==> src/hdl/gre_decapsulation_parser_assert.svh <==
// Assertion helpers for the GRE decapsulation parser.
`ifndef GRE_DECAPSULATION_PARSER_ASSERT_SVH
`define GRE_DECAPSULATION_PARSER_ASSERT_SVH

// Same-cycle implication, ignored while reset is held.
`define GDP_ASSERT_IMPLY(label, clk, rstn, ante, cons) \
    label: assert property (@(posedge clk) disable iff (!(rstn)) (ante) |-> (cons)) \
        else $error("gdp assertion failed");

// Next-cycle implication, checked during reset as well.
`define GDP_ASSERT_NEXT(label, clk, ante, cons) \
    label: assert property (@(posedge clk) (ante) |=> (cons)) \
        else $error("gdp assertion failed");

`endif

==> src/hdl/gdp_pkg.sv <==
`default_nettype none

package gdp_pkg;

    localparam logic [5:0]  IP_HDR_MIN         = 6'd20;
    localparam logic [4:0]  GRE_HDR_MIN        = 5'd4;
    localparam logic [4:0]  GRE_OPT_BYTES      = 5'd4;
    localparam logic [15:0] PAYLOAD_TYPE_RESET = 16'h0800;
    localparam logic [15:0] COUNT_MAX          = 16'hFFFF;
    localparam int          QUEUE_DEPTH        = 4;

    // Bit positions in the GRE flags word
    localparam int FLAG_C_BIT = 15;
    localparam int FLAG_R_BIT = 14;
    localparam int FLAG_K_BIT = 13;
    localparam int FLAG_S_BIT = 12;

    localparam logic [2:0] VERDICT_ACCEPT    = 3'd0;
    localparam logic [2:0] VERDICT_SHORT     = 3'd1;
    localparam logic [2:0] VERDICT_BAD_CSUM  = 3'd2;
    localparam logic [2:0] VERDICT_ROUTING   = 3'd3;
    localparam logic [2:0] VERDICT_BAD_TYPE  = 3'd4;

    // One classified byte, handed from the parser to the result stage
    typedef struct packed {
        logic [7:0]  data;
        logic        emit;
        logic [7:0]  port;
        logic        last;
        logic        too_short;
        logic        csum_on;
        logic [15:0] sum;
        logic [7:0]  hold;
        logic        odd_len;
        logic [2:0]  drop;
    } gdp_job_t;

    function automatic logic [15:0] ones_add(input logic [15:0] a, input logic [15:0] b);
        logic [16:0] s;
        s = {1'b0, a} + {1'b0, b};
        return s[15:0] + {15'd0, s[16]};
    endfunction

endpackage

`default_nettype wire

==> src/hdl/gdp_fifo.sv <==
`default_nettype none

module gdp_fifo
    import gdp_pkg::*;
#(
    parameter int DEPTH = QUEUE_DEPTH
) (
    input  wire logic     aclk,
    input  wire logic     aresetn,
    input  wire logic     push,
    input  wire gdp_job_t push_job,
    output logic          full,
    input  wire logic     pop,
    output logic          empty,
    output gdp_job_t      pop_job
);

    localparam int IDX_W = $clog2(DEPTH);
    localparam int CNT_W = $clog2(DEPTH + 1);

    gdp_job_t           entry_reg [DEPTH];
    logic [IDX_W-1:0]   wr_ptr_reg, wr_ptr_next;
    logic [IDX_W-1:0]   rd_ptr_reg, rd_ptr_next;
    logic [CNT_W-1:0]   count_reg, count_next;

    assign full    = (count_reg == CNT_W'(DEPTH));
    assign empty   = (count_reg == '0);
    assign pop_job = entry_reg[rd_ptr_reg];

    always_comb begin
        wr_ptr_next = wr_ptr_reg;
        rd_ptr_next = rd_ptr_reg;
        count_next  = count_reg;
        if (push) begin
            wr_ptr_next = (wr_ptr_reg == IDX_W'(DEPTH - 1)) ? '0 : wr_ptr_reg + 1'b1;
        end
        if (pop) begin
            rd_ptr_next = (rd_ptr_reg == IDX_W'(DEPTH - 1)) ? '0 : rd_ptr_reg + 1'b1;
        end
        if (push && !pop) begin
            count_next = count_reg + 1'b1;
        end else if (pop && !push) begin
            count_next = count_reg - 1'b1;
        end
    end

    always_ff @(posedge aclk) begin
        if (!aresetn) begin
            wr_ptr_reg <= '0;
            rd_ptr_reg <= '0;
            count_reg  <= '0;
        end else begin
            wr_ptr_reg <= wr_ptr_next;
            rd_ptr_reg <= rd_ptr_next;
            count_reg  <= count_next;
        end
    end

    always_ff @(posedge aclk) begin
        if (push) begin
            entry_reg[wr_ptr_reg] <= push_job;
        end
    end

endmodule

`default_nettype wire

==> src/hdl/gdp_front.sv <==
`default_nettype none

module gdp_front
    import gdp_pkg::*;
(
    input  wire logic        aclk,
    input  wire logic        aresetn,
    input  wire logic        cfg_wr_en,
    input  wire logic [15:0] cfg_wr_data,
    input  wire logic        accept,
    input  wire logic [7:0]  data_byte,
    input  wire logic        end_of_packet,
    input  wire logic [7:0]  arrival_port,
    output logic             push,
    output gdp_job_t         job
);

    logic [15:0] payload_type_reg;
    logic [15:0] count_reg,   count_next;
    logic [5:0]  ihl_reg,     ihl_next;
    logic [15:0] dlen_reg,    dlen_next;
    logic [15:0] flags_reg,   flags_next;
    logic [15:0] itype_reg,   itype_next;
    logic [4:0]  greh_reg,    greh_next;
    logic [15:0] sum_reg,     sum_next;
    logic [7:0]  hold_reg,    hold_next;
    logic [2:0]  drop_reg,    drop_next;

    logic        hdr_ok;
    logic        in_gre;
    logic        emit;
    logic [15:0] gre_idx;
    logic [15:0] count_inc;
    logic        too_short;

    always_comb begin
        ihl_next   = ihl_reg;
        dlen_next  = dlen_reg;
        flags_next = flags_reg;
        itype_next = itype_reg;
        greh_next  = greh_reg;
        sum_next   = sum_reg;
        hold_next  = hold_reg;
        drop_next  = drop_reg;
        emit       = 1'b0;

        // IP header: length nibble and total length
        if (count_reg == 16'd0) begin
            ihl_next = {data_byte[3:0], 2'b00};
        end else if (count_reg == 16'd2) begin
            dlen_next = {data_byte, dlen_reg[7:0]};
        end else if (count_reg == 16'd3) begin
            dlen_next = {dlen_reg[15:8], data_byte};
        end
        hdr_ok = (ihl_next >= IP_HDR_MIN);
        if (count_reg == 16'd0 && !hdr_ok) begin
            drop_next = VERDICT_SHORT;
        end

        in_gre  = hdr_ok && (count_reg != COUNT_MAX)
                  && (count_reg >= {10'd0, ihl_next}) && (count_reg < dlen_next);
        gre_idx = count_reg - {10'd0, ihl_next};

        if (in_gre) begin
            if (!gre_idx[0]) begin
                hold_next = data_byte;
            end else begin
                sum_next = ones_add(sum_reg, {hold_reg, data_byte});
            end
            if (gre_idx == 16'd0) begin
                flags_next = {data_byte, 8'h00};
            end else if (gre_idx == 16'd1) begin
                flags_next = {flags_reg[15:8], data_byte};
                greh_next  = GRE_HDR_MIN
                             + (flags_reg[FLAG_C_BIT] ? GRE_OPT_BYTES : 5'd0)
                             + (flags_reg[FLAG_K_BIT] ? GRE_OPT_BYTES : 5'd0)
                             + (flags_reg[FLAG_S_BIT] ? GRE_OPT_BYTES : 5'd0);
                if (flags_reg[FLAG_R_BIT] && drop_reg == VERDICT_ACCEPT) begin
                    drop_next = VERDICT_ROUTING;
                end
            end else if (gre_idx == 16'd2) begin
                itype_next = {data_byte, 8'h00};
            end else if (gre_idx == 16'd3) begin
                itype_next = {itype_reg[15:8], data_byte};
                if (itype_next != payload_type_reg && drop_reg == VERDICT_ACCEPT) begin
                    drop_next = VERDICT_BAD_TYPE;
                end
            end else if (gre_idx >= {11'd0, greh_reg} && drop_reg == VERDICT_ACCEPT) begin
                emit = 1'b1;
            end
        end

        count_inc = (count_reg == COUNT_MAX) ? count_reg : count_reg + 16'd1;
        count_next = end_of_packet ? 16'd0 : count_inc;

        too_short = (count_inc < 16'd4) || !hdr_ok || (count_inc < dlen_next)
                    || ({1'b0, dlen_next} < ({11'd0, ihl_next} + 17'(GRE_HDR_MIN)));

        job.data      = emit ? data_byte : 8'h00;
        job.emit      = emit;
        job.port      = arrival_port;
        job.last      = end_of_packet;
        job.too_short = too_short;
        job.csum_on   = flags_next[FLAG_C_BIT];
        job.sum       = sum_next;
        job.hold      = hold_next;
        job.odd_len   = dlen_next[0] ^ ihl_next[0];
        job.drop      = drop_next;
    end

    assign push = accept && (emit || end_of_packet);

    always_ff @(posedge aclk) begin
        if (!aresetn) begin
            payload_type_reg <= PAYLOAD_TYPE_RESET;
        end else if (cfg_wr_en) begin
            payload_type_reg <= cfg_wr_data;
        end
    end

    always_ff @(posedge aclk) begin
        if (!aresetn || (accept && end_of_packet)) begin
            count_reg <= '0;
            ihl_reg   <= '0;
            dlen_reg  <= '0;
            flags_reg <= '0;
            itype_reg <= '0;
            greh_reg  <= GRE_HDR_MIN;
            sum_reg   <= '0;
            hold_reg  <= '0;
            drop_reg  <= VERDICT_ACCEPT;
        end else if (accept) begin
            count_reg <= count_next;
            ihl_reg   <= ihl_next;
            dlen_reg  <= dlen_next;
            flags_reg <= flags_next;
            itype_reg <= itype_next;
            greh_reg  <= greh_next;
            sum_reg   <= sum_next;
            hold_reg  <= hold_next;
            drop_reg  <= drop_next;
        end
    end

endmodule

`default_nettype wire

==> src/hdl/gdp_back.sv <==
`default_nettype none

module gdp_back
    import gdp_pkg::*;
(
    input  wire logic     aclk,
    input  wire logic     aresetn,
    input  wire logic     job_avail,
    input  wire gdp_job_t job,
    output logic          pop,
    output logic          m_valid,
    input  wire logic     m_ready,
    output logic [7:0]    m_out_byte,
    output logic          m_byte_valid,
    output logic [7:0]    m_out_port,
    output logic          m_packet_done,
    output logic [2:0]    m_verdict
);

    logic        valid_reg;
    logic [7:0]  byte_reg;
    logic        bvalid_reg;
    logic [7:0]  port_reg;
    logic        done_reg;
    logic [2:0]  verdict_reg, verdict_next;
    logic [15:0] folded;

    // Fold a trailing odd byte into the checksum, then rank the verdict
    always_comb begin
        folded = job.odd_len ? ones_add(job.sum, {job.hold, 8'h00}) : job.sum;
        if (!job.last) begin
            verdict_next = VERDICT_ACCEPT;
        end else if (job.too_short) begin
            verdict_next = VERDICT_SHORT;
        end else if (job.csum_on && folded != 16'hFFFF) begin
            verdict_next = VERDICT_BAD_CSUM;
        end else if (job.drop == VERDICT_ROUTING) begin
            verdict_next = VERDICT_ROUTING;
        end else if (job.drop == VERDICT_BAD_TYPE) begin
            verdict_next = VERDICT_BAD_TYPE;
        end else begin
            verdict_next = VERDICT_ACCEPT;
        end
    end

    assign pop = job_avail && (!valid_reg || m_ready);

    always_ff @(posedge aclk) begin
        if (!aresetn) begin
            valid_reg <= 1'b0;
        end else if (pop) begin
            valid_reg <= 1'b1;
        end else if (m_ready) begin
            valid_reg <= 1'b0;
        end
    end

    always_ff @(posedge aclk) begin
        if (pop) begin
            byte_reg    <= job.data;
            bvalid_reg  <= job.emit;
            port_reg    <= job.port;
            done_reg    <= job.last;
            verdict_reg <= verdict_next;
        end
    end

    assign m_valid       = valid_reg;
    assign m_out_byte    = byte_reg;
    assign m_byte_valid  = bvalid_reg;
    assign m_out_port    = port_reg;
    assign m_packet_done = done_reg;
    assign m_verdict     = verdict_reg;

endmodule

`default_nettype wire

==> src/hdl/gre_decapsulation_parser.sv <==
// GRE decapsulation parser.
// Input channel (s_valid/s_ready): one IPv4 datagram byte per item, first byte first,
// with s_end_of_packet on the last byte and the arrival port on every byte.
// Result channel (m_valid/m_ready): one item per passed payload byte
// (m_byte_valid set) and one item per last input byte (m_packet_done set, m_verdict
// valid: accepted, too short, bad checksum, routing present, wrong payload type).
// Input bytes that are neither payload nor last produce no item.
// cfg_wr_en/cfg_wr_data write the expected payload protocol type; write it only
// while no packet is in flight.
// Throughput: one byte per cycle while the queue has room; s_ready is low when full.
// When the queue and output register are empty, an accepted byte's result is written
// into the queue and then into the output register, which drives m_valid.
// A queue of FIFO_DEPTH results sits between parser and output register; when the
// receiver stalls it fills, then s_ready drops until m_ready returns.
// Reset (aresetn low at a clock edge) clears the parser, the queue and the output
// register and restores the payload type to 0x0800.

`default_nettype none

`include "gre_decapsulation_parser_assert.svh"

module gre_decapsulation_parser
    import gdp_pkg::*;
#(
    parameter int FIFO_DEPTH = QUEUE_DEPTH
) (
    input  wire logic        aclk,
    input  wire logic        aresetn,
    input  wire logic        cfg_wr_en,
    input  wire logic [15:0] cfg_wr_data,
    input  wire logic        s_valid,
    output logic             s_ready,
    input  wire logic [7:0]  s_data_byte,
    input  wire logic        s_end_of_packet,
    input  wire logic [7:0]  s_arrival_port,
    output logic             m_valid,
    input  wire logic        m_ready,
    output logic [7:0]       m_out_byte,
    output logic             m_byte_valid,
    output logic [7:0]       m_out_port,
    output logic             m_packet_done,
    output logic [2:0]       m_verdict
);

    logic     accept;
    logic     push;
    logic     pop;
    logic     full;
    logic     empty;
    gdp_job_t push_job;
    gdp_job_t pop_job;

    // Take a byte whenever the queue has room
    assign s_ready = !full;
    assign accept  = s_valid && s_ready;

    // Parse headers, track the checksum, classify each byte
    gdp_front u_front (
        .aclk          (aclk),
        .aresetn       (aresetn),
        .cfg_wr_en     (cfg_wr_en),
        .cfg_wr_data   (cfg_wr_data),
        .accept        (accept),
        .data_byte     (s_data_byte),
        .end_of_packet (s_end_of_packet),
        .arrival_port  (s_arrival_port),
        .push          (push),
        .job           (push_job)
    );

    // Hold classified items while the receiver stalls
    gdp_fifo #(
        .DEPTH (FIFO_DEPTH)
    ) u_fifo (
        .aclk     (aclk),
        .aresetn  (aresetn),
        .push     (push),
        .push_job (push_job),
        .full     (full),
        .pop      (pop),
        .empty    (empty),
        .pop_job  (pop_job)
    );

    // Finish the verdict and drive the output register
    gdp_back u_back (
        .aclk          (aclk),
        .aresetn       (aresetn),
        .job_avail     (!empty),
        .job           (pop_job),
        .pop           (pop),
        .m_valid       (m_valid),
        .m_ready       (m_ready),
        .m_out_byte    (m_out_byte),
        .m_byte_valid  (m_byte_valid),
        .m_out_port    (m_out_port),
        .m_packet_done (m_packet_done),
        .m_verdict     (m_verdict)
    );

    // Every result carries a byte or a verdict
    `GDP_ASSERT_IMPLY(a_result_has_content, aclk, aresetn, m_valid, m_byte_valid || m_packet_done)
    // Only a last-byte result carries a nonzero verdict
    `GDP_ASSERT_IMPLY(a_verdict_only_at_end, aclk, aresetn, m_valid && !m_packet_done, m_verdict == VERDICT_ACCEPT)
    // Verdict stays within the defined codes
    `GDP_ASSERT_IMPLY(a_verdict_range, aclk, aresetn, m_valid, m_verdict <= VERDICT_BAD_TYPE)
    // Reset empties the output and opens the input
    `GDP_ASSERT_NEXT(a_reset_clears, aclk, !aresetn, !m_valid && s_ready)

endmodule

`default_nettype wire
==> config.mk <==
export PLATFORM = sky130hd
export DESIGN_NAME = gre_decapsulation_parser
export DESIGN_NICKNAME = d
export VERILOG_FILES = /design/src/hdl/gdp_pkg.sv /design/src/hdl/gdp_fifo.sv /design/src/hdl/gdp_front.sv /design/src/hdl/gdp_back.sv /design/src/hdl/gre_decapsulation_parser.sv
export VERILOG_INCLUDE_DIRS = /design/src /design/src/hdl
export SDC_FILE = /design/constraint.sdc
export NUM_CORES = 1
export LEC_CHECK = 0
export BUFFER_PORTS_ARGS = -buffer_cell sky130_fd_sc_hd__buf_2
export CAP_MARGIN = 5
export CORE_MARGIN = 2
export CORE_UTILIZATION = 40
export CTS_BUF_LIST = sky130_fd_sc_hd__clkbuf_16
export DETAILED_ROUTE_END_ITERATION = 16
export SYNTH_ARGS = -nofsm -noshare
export SYNTH_HDL_FRONTEND = slang
export SYNTH_SLANG_ARGS = --single-unit
==> constraint.sdc <==
create_clock -name aclk -period 8.3 [get_ports aclk]
set_input_delay 1.245 -clock aclk [delete_from_list [all_inputs] [get_ports aclk]]
set_output_delay 1.245 -clock aclk [all_outputs]
set_load 0.005 [all_outputs]
Word level (Yosys, flattened, before mapping)
Memory sizes are Yosys's and may differ from the RTL's. A register that Yosys moved wholly into a read port is not among the register bits.
Cells that the tools add are included.
Word-level totals
  bits in registers: 139
  RAM bits: 192
  input port bits: 38
  output and inout port bits: 23
  memories kept: 1
Memories
  u_fifo.entry_reg: words 4, width 48, rd ports 1, clocked after Yosys merged registers in 1, wr ports 1, line gdp_fifo.sv:21  | gdp_job_t entry_reg [DEPTH];
Cells by class
  $add $sub $neg: 14
  magnitude comparators: 7
  equal/unequal tests: 14
  multiplexer cells: 48
  bitwise gates (word level): 4
  reduce and logical (&&, ||, !) cells: 40
Operators with widths (count)
  two-way mux 16 bit: 10
  equality test 16 x 2 -> 1 bit, second input constant: 4
  two-way mux 8 bit: 6
  two-way mux 3 bit: 14
  adder 16 x 16 -> 17 bit: 2
  adder 16 x 1 -> 16 bit: 2
  logical NOT 16 bit: 2
  less-than comparator 16 bit: 2
  != test 16 bit, second input constant: 2
  less-than comparator 16 x 17 -> 1 bit: 1
  adder 16 x 1 -> 16 bit, second input constant: 1
  equality test 16 x 1 -> 1 bit, second input constant: 1
  equality test 16 bit, second input constant: 1
  >= comparator 16 x 5 -> 1 bit: 1
  >= comparator 16 x 6 -> 1 bit: 1
  less-than comparator 16 x 3 -> 1 bit, second input constant: 1
  != test 16 bit: 1
  subtractor 16 x 6 -> 16 bit: 1
  logical AND 1 bit: 14
  two-way mux 2 bit: 6
  two-way mux 1 bit: 11
  adder 5 bit: 2
  adder 6 x 3 -> 7 bit, second input constant: 1
  logical NOT 1 bit: 7
  other kinds (19): 33

Depth between registers and ports, before layout
  depth after elaboration: 17
  gate-level depth with buffers: 26
  depth with buffers taken out: 24

By module
Synthesis repeated with hierarchy kept, for this count alone.
Unflattened totals
  cell total of the unflattened synthesis: 1378
  area, all modules: 16627.2 µm²
Modules (own cells, without submodules)
  gdp_front: instances 1, cells each 968, area each 7923.8 µm², sequential area each 1921.8 µm²
  gdp_fifo: instances 1, cells each 294, area each 7375.8 µm², sequential area each 5945.7 µm²
  gdp_back: instances 1, cells each 113, area each 1313.8 µm², sequential area each 650.6 µm²
  gre_decapsulation_parser: instances 1, cells each 3, area each 13.8 µm², sequential area each 0.0 µm²

Least setup slack after synthesis
No wires, ideal clock.
  path type: flip-flop to flip-flop
  start point: reg u_front.count_reg[11]
  end point: mem u_fifo.entry_reg[0][0] (netlist bit) (enable)
  setup time: 410 ps
  arrival time: 5154 ps
  required time: 7890 ps
  setup slack: 2735 ps
  cell stages (with the launch flop): 19
  cell sequence: dfxtp_1 -> buf_4 -> nor4_4 -> and3_1 -> clkbuf_1 -> nand3_1 -> mux2i_1 -> ha_1 -> a21o_1 -> a221o_1 -> a21o_1 -> a221oi_1 -> o311ai_1 -> a211oi_1 -> and2_1 -> buf_2 -> a31o_1 -> buf_6 -> and2_1
On the way
  cells in the longest elaborated chain, start to end: 15
  elaborated cells on any way between the ends: 31
  classes of those cells: 1 x add/sub; 4 x order compare; 6 x eq/ne; 12 x mux; 8 x reduce/logical
Ends and longest elaborated chain
  start, declared: line gdp_front.sv:19  | logic [15:0] count_reg, count_next;
  start signal, assigned: line gdp_front.sv:133  | count_reg <= count_next;
  logical NOT 16 bit: line gdp_front.sv:48  | if (count_reg == 16'd0) begin
  two-way mux 6 bit: line gdp_front.sv:48
  subtractor 16 x 6 -> 16 bit: line gdp_front.sv:62  | gre_idx = count_reg - {10'd0, ihl_next};
  >= comparator 16 x 5 -> 1 bit: line gdp_front.sv:88  | end else if (gre_idx >= {11'd0, greh_reg} && drop_reg == VERDICT_ACCEPT) begin
  logical AND 1 bit: line gdp_front.sv:88
  two-way mux 1 bit: line gdp_front.sv:88
  two-way mux 1 bit: line gdp_front.sv:83  | end else if (gre_idx == 16'd3) begin
  two-way mux 1 bit: line gdp_front.sv:81  | end else if (gre_idx == 16'd2) begin
  two-way mux 1 bit: line gdp_front.sv:72  | end else if (gre_idx == 16'd1) begin
  two-way mux 1 bit: line gdp_front.sv:70  | if (gre_idx == 16'd0) begin
  two-way mux 1 bit *: line gdp_front.sv:64  | if (in_gre) begin
  logical OR 1 bit *: line gdp_front.sv:111  | assign push = accept && (emit || end_of_packet);
  logical AND 1 bit *: line gdp_front.sv:111
  named net push: line gre_decapsulation_parser.sv:46  | logic push;
  two-way mux 1 bit *: line gdp_fifo.sv:60  | if (push) begin
  two-way mux 1 bit (not written as such) *: line gdp_fifo.sv:61  | entry_reg[wr_ptr_reg] <= push_job;
  end, declared: line gdp_fifo.sv:21
The timed path passes the listed nets; every way through them passes the cells marked *.

Worst setup path after layout
  start point: reg u_front.count_reg[1]
  end point: mem u_fifo.entry_reg[1][37] (netlist bit) (enable)
On the way
  cells in the longest elaborated chain, start to end: 15
  elaborated cells on any way between the ends: 31
  classes of those cells: 1 x add/sub; 4 x order compare; 6 x eq/ne; 12 x mux; 8 x reduce/logical
Ends and longest elaborated chain
  logical NOT 16 bit *: line gdp_front.sv:48
  two-way mux 6 bit *: line gdp_front.sv:48
  named net u_front.ihl_next[0]: line gdp_front.sv:20  | logic [5:0] ihl_reg, ihl_next;
  subtractor 16 x 6 -> 16 bit: line gdp_front.sv:62
  >= comparator 16 x 5 -> 1 bit: line gdp_front.sv:88
  logical AND 1 bit: line gdp_front.sv:88
  two-way mux 1 bit: line gdp_front.sv:88
  two-way mux 1 bit: line gdp_front.sv:83
  two-way mux 1 bit: line gdp_front.sv:81
  two-way mux 1 bit: line gdp_front.sv:72
  two-way mux 1 bit: line gdp_front.sv:70
  two-way mux 1 bit *: line gdp_front.sv:64
  logical OR 1 bit *: line gdp_front.sv:111
  logical AND 1 bit *: line gdp_front.sv:111
  two-way mux 1 bit *: line gdp_fifo.sv:60
  two-way mux 1 bit (not written as such) *: line gdp_fifo.sv:61
Marked as above.

==> results_dict.tcl <==
set metrics [dict create \
    outcome "finished, final reports clean" \
    cts_tree "done" \
    crit_family "simple AND/OR/NAND/NOR gates" \
    insertedDiodeCount 0 \
    synth_top_family_by_area "simple AND/OR/NAND/NOR gates" \
    synth_edf_count 213 \
    synth-xor-area-share 0.0364 \
    synth_fa_ha_area_frac 0.0690 \
    vias 11000 \
    drt-initial-drc-count 803 \
    period_minus_slack_ns 6.23 \
    ys.warnings.count 0 \
    irDropWorstVdd_uv 145 \
    finalCritPeriodShare 0.751 \
    grt_pass1_vias 10800 \
    path_clk_slew_ns 0.06 \
    ant_nets 0 \
    drc 0 \
    netlist_area_um2 16300 \
    cts.sinks 319 \
    cts_buffers 35 \
    die_area_um2 42500 \
    syn-instance-count 1363 \
    ctsResizeCount 0 \
    hpwl_um 27600 \
    ys.flop_type "edfxtp_1" \
    fmax_mhz 160 \
    worstMarginPinSlew_ns 1.15 \
    synth_compound_area_frac 0.103 \
    setup-tns-final_ns 0 \
    rsz0062_at_grt "no" \
    rows 74 \
    slew_violations 0 \
    cp_num_buf_inv 2 \
    cts_buffer_depth 3 \
    nNetsFinal 1530 \
    slowest_delay_ns 0.87 \
    fill_cells 3735 \
    chipWidth_um 206 \
    place_congestion 0.897 \
    cts_setup_buffers 0 \
    ios 61 \
    endpoint_kind "flip-flop" \
    async_flop_share 0 \
    layout_commonest_cell "edfxtp_1" \
    hold_viol_final 0 \
    p_per_area_nw_per_um2 268 \
    ys_seq_area_frac 0.521 \
    max_cap_viol_count 0 \
    avgViaCountPerCell 5.58 \
    startpoint_type "flip-flop" \
    htreeDepth 2 \
    slew_headroom 0.231 \
    largest_reg_flops 192 \
    path_class "reg -> reg" \
    slowest_stage "and2_2" \
    grt_pass1_wl_um 62200 \
    crit_path_cell_trace "inv_1 -> ha_1 -> nor3b_1 -> nand4_1 -> and2_1 -> ha_1 -> fa_1 -> nor2_1 -> o21ai_0 -> o31ai_4 -> o21ai_1 -> o2bb2ai_4 -> a211oi_1 -> and2_1 -> a31o_1 -> and2_2 -> buf_4" \
    final_area_um2 18200 \
    wirelength_um 39800 \
    synthSimpleGateAreaFrac 0.138 \
    min_path_type "reg -> reg" \
    clock_skew_ns 0.0201 \
    drive_above_1_share 0.158 \
    grt_overflow_total 0 \
    drt_first_pass_iters 5 \
    cp_max_fo 38 \
    grt_max_degree 64 \
    synth_area_per_cell_um2 12.0 \
    placed_area_um2 17100 \
    p_leak_nw 6.87 \
    clkLatencyLatePin_ns 0.54 \
    holdBufCountCts 0 \
    root_buffer "clkbuf_16" \
    antenna_found_initial 0 \
    multi_input_area_um2 7390 \
    final_cell_mix "edfxtp_1 (213), dfxtp_1 (104), nor2_1 (94), nand2_1 (90), ha_1 (83)" \
    wire_per_inst_um 20.3 \
    setup_violations 0 \
    numPortBuffers 60 \
    initial_core_util 0.403 \
    ys_types 87 \
    dieHeight_um 206 \
    core_area_um2 40600 \
    arrival_ns 6.47 \
    regArea_um2 8520 \
    ys_ff_latch 319 \
    critPathRequiredTime_ns 8.53 \
    syn2layout_area_growth_pct 11.4 \
    track_usage 0.192 \
    synth.area.mux_share 0.105 \
    synth_nets 1488 \
]
Yosys cell counts (39+ instances only):
cell	number	share of area
edfxtp_1	213	0.39
dfxtp_1	106	0.13
nor2_1	94	0.022
nand2_1	91	0.021
ha_1	83	0.064
a21oi_1	67	0.021
o21ai_0	46	0.014
mux2i_1	45	0.028
mux4_2	44	0.061
nor2b_1	42	0.016
clkbuf_1	39	0.0090
inv_1	39	0.0090
tightest hold or removal path: stages, from the launching register on:
cell and delay, ns:
dfxtp_1 0.30, o21ai_0 0.07, a21oi_1 0.06
final cells by class:
cell class | count | area share
clock buffer | 35 | 0.0481
clock inverter | 29 | 0.0120
inverter | 39 | 0.00804
multi-input combinational | 937 | 0.406
sequential | 319 | 0.468
tap | 532 | 0.0365
timing repair buffer | 73 | 0.0218
report_power, final:
part | switching [mW] | internal, mW
Combinational | 0.769 | 0.617
Clock | 0.634 | 0.838
Sequential | 0.123 | 1.91
through the flow:
| stage | std cells | utilization | total power [mW] | worst slack (ns) | hold WS [ns] |
|---|---|---|---|---|---|
| after global placement | 1900 | 0.422 | 3.44 | 2.13 | 0.462 |
| after detailed placement | 1900 | 0.422 | 3.47 | 2.11 | 0.466 |
| final | 1964 | 0.449 | 4.89 | 2.07 | 0.475 |
| after floorplan | 1363 | - | 3.07 | 2.74 | 0.431 |
| after global routing | 1964 | 0.449 | 5.17 | 1.61 | 0.494 |
| after CTS | 1964 | 0.449 | 4.96 | 2.09 | 0.474 |
per-layer routing:
layer	vias to the layer above	GRT usage	wire length, um
li1	5239	-	-
met1	5392	0.268	18600
met2	262	0.304	18200
met3	75	0.0322	1990
met4	0	0.0607	1100
met5	-	0	0
worst paths after layout:
check                        startpoint                 endpoint  slack, ns  cells after the start
setup reg to reg   u_front.count_reg[1]  u_fifo.entry_reg[1][37]       2.07                     17
hold reg to reg   u_front.flags_reg[12]    u_front.flags_reg[12]       0.47                      2
hold / removal    u_front.flags_reg[12]    u_front.flags_reg[12]       0.47                      2
setup / recovery   u_front.count_reg[1]  u_fifo.entry_reg[1][37]       2.07                     17
cells by family (layout without fill, tap and decap cells):
group | count (synthesis) | in the layout
and+or+nand+nor | 426 | 426
DFF | 319 | 319
AOI/OAI and AO/OA | 243 | 243
muxes | 112 | 112
buffers and inverters | 107 | 176
adders and majority gates | 88 | 88
xor gates and xnor gates | 68 | 68
Note: power is estimated with default switching activity, not from simulation.
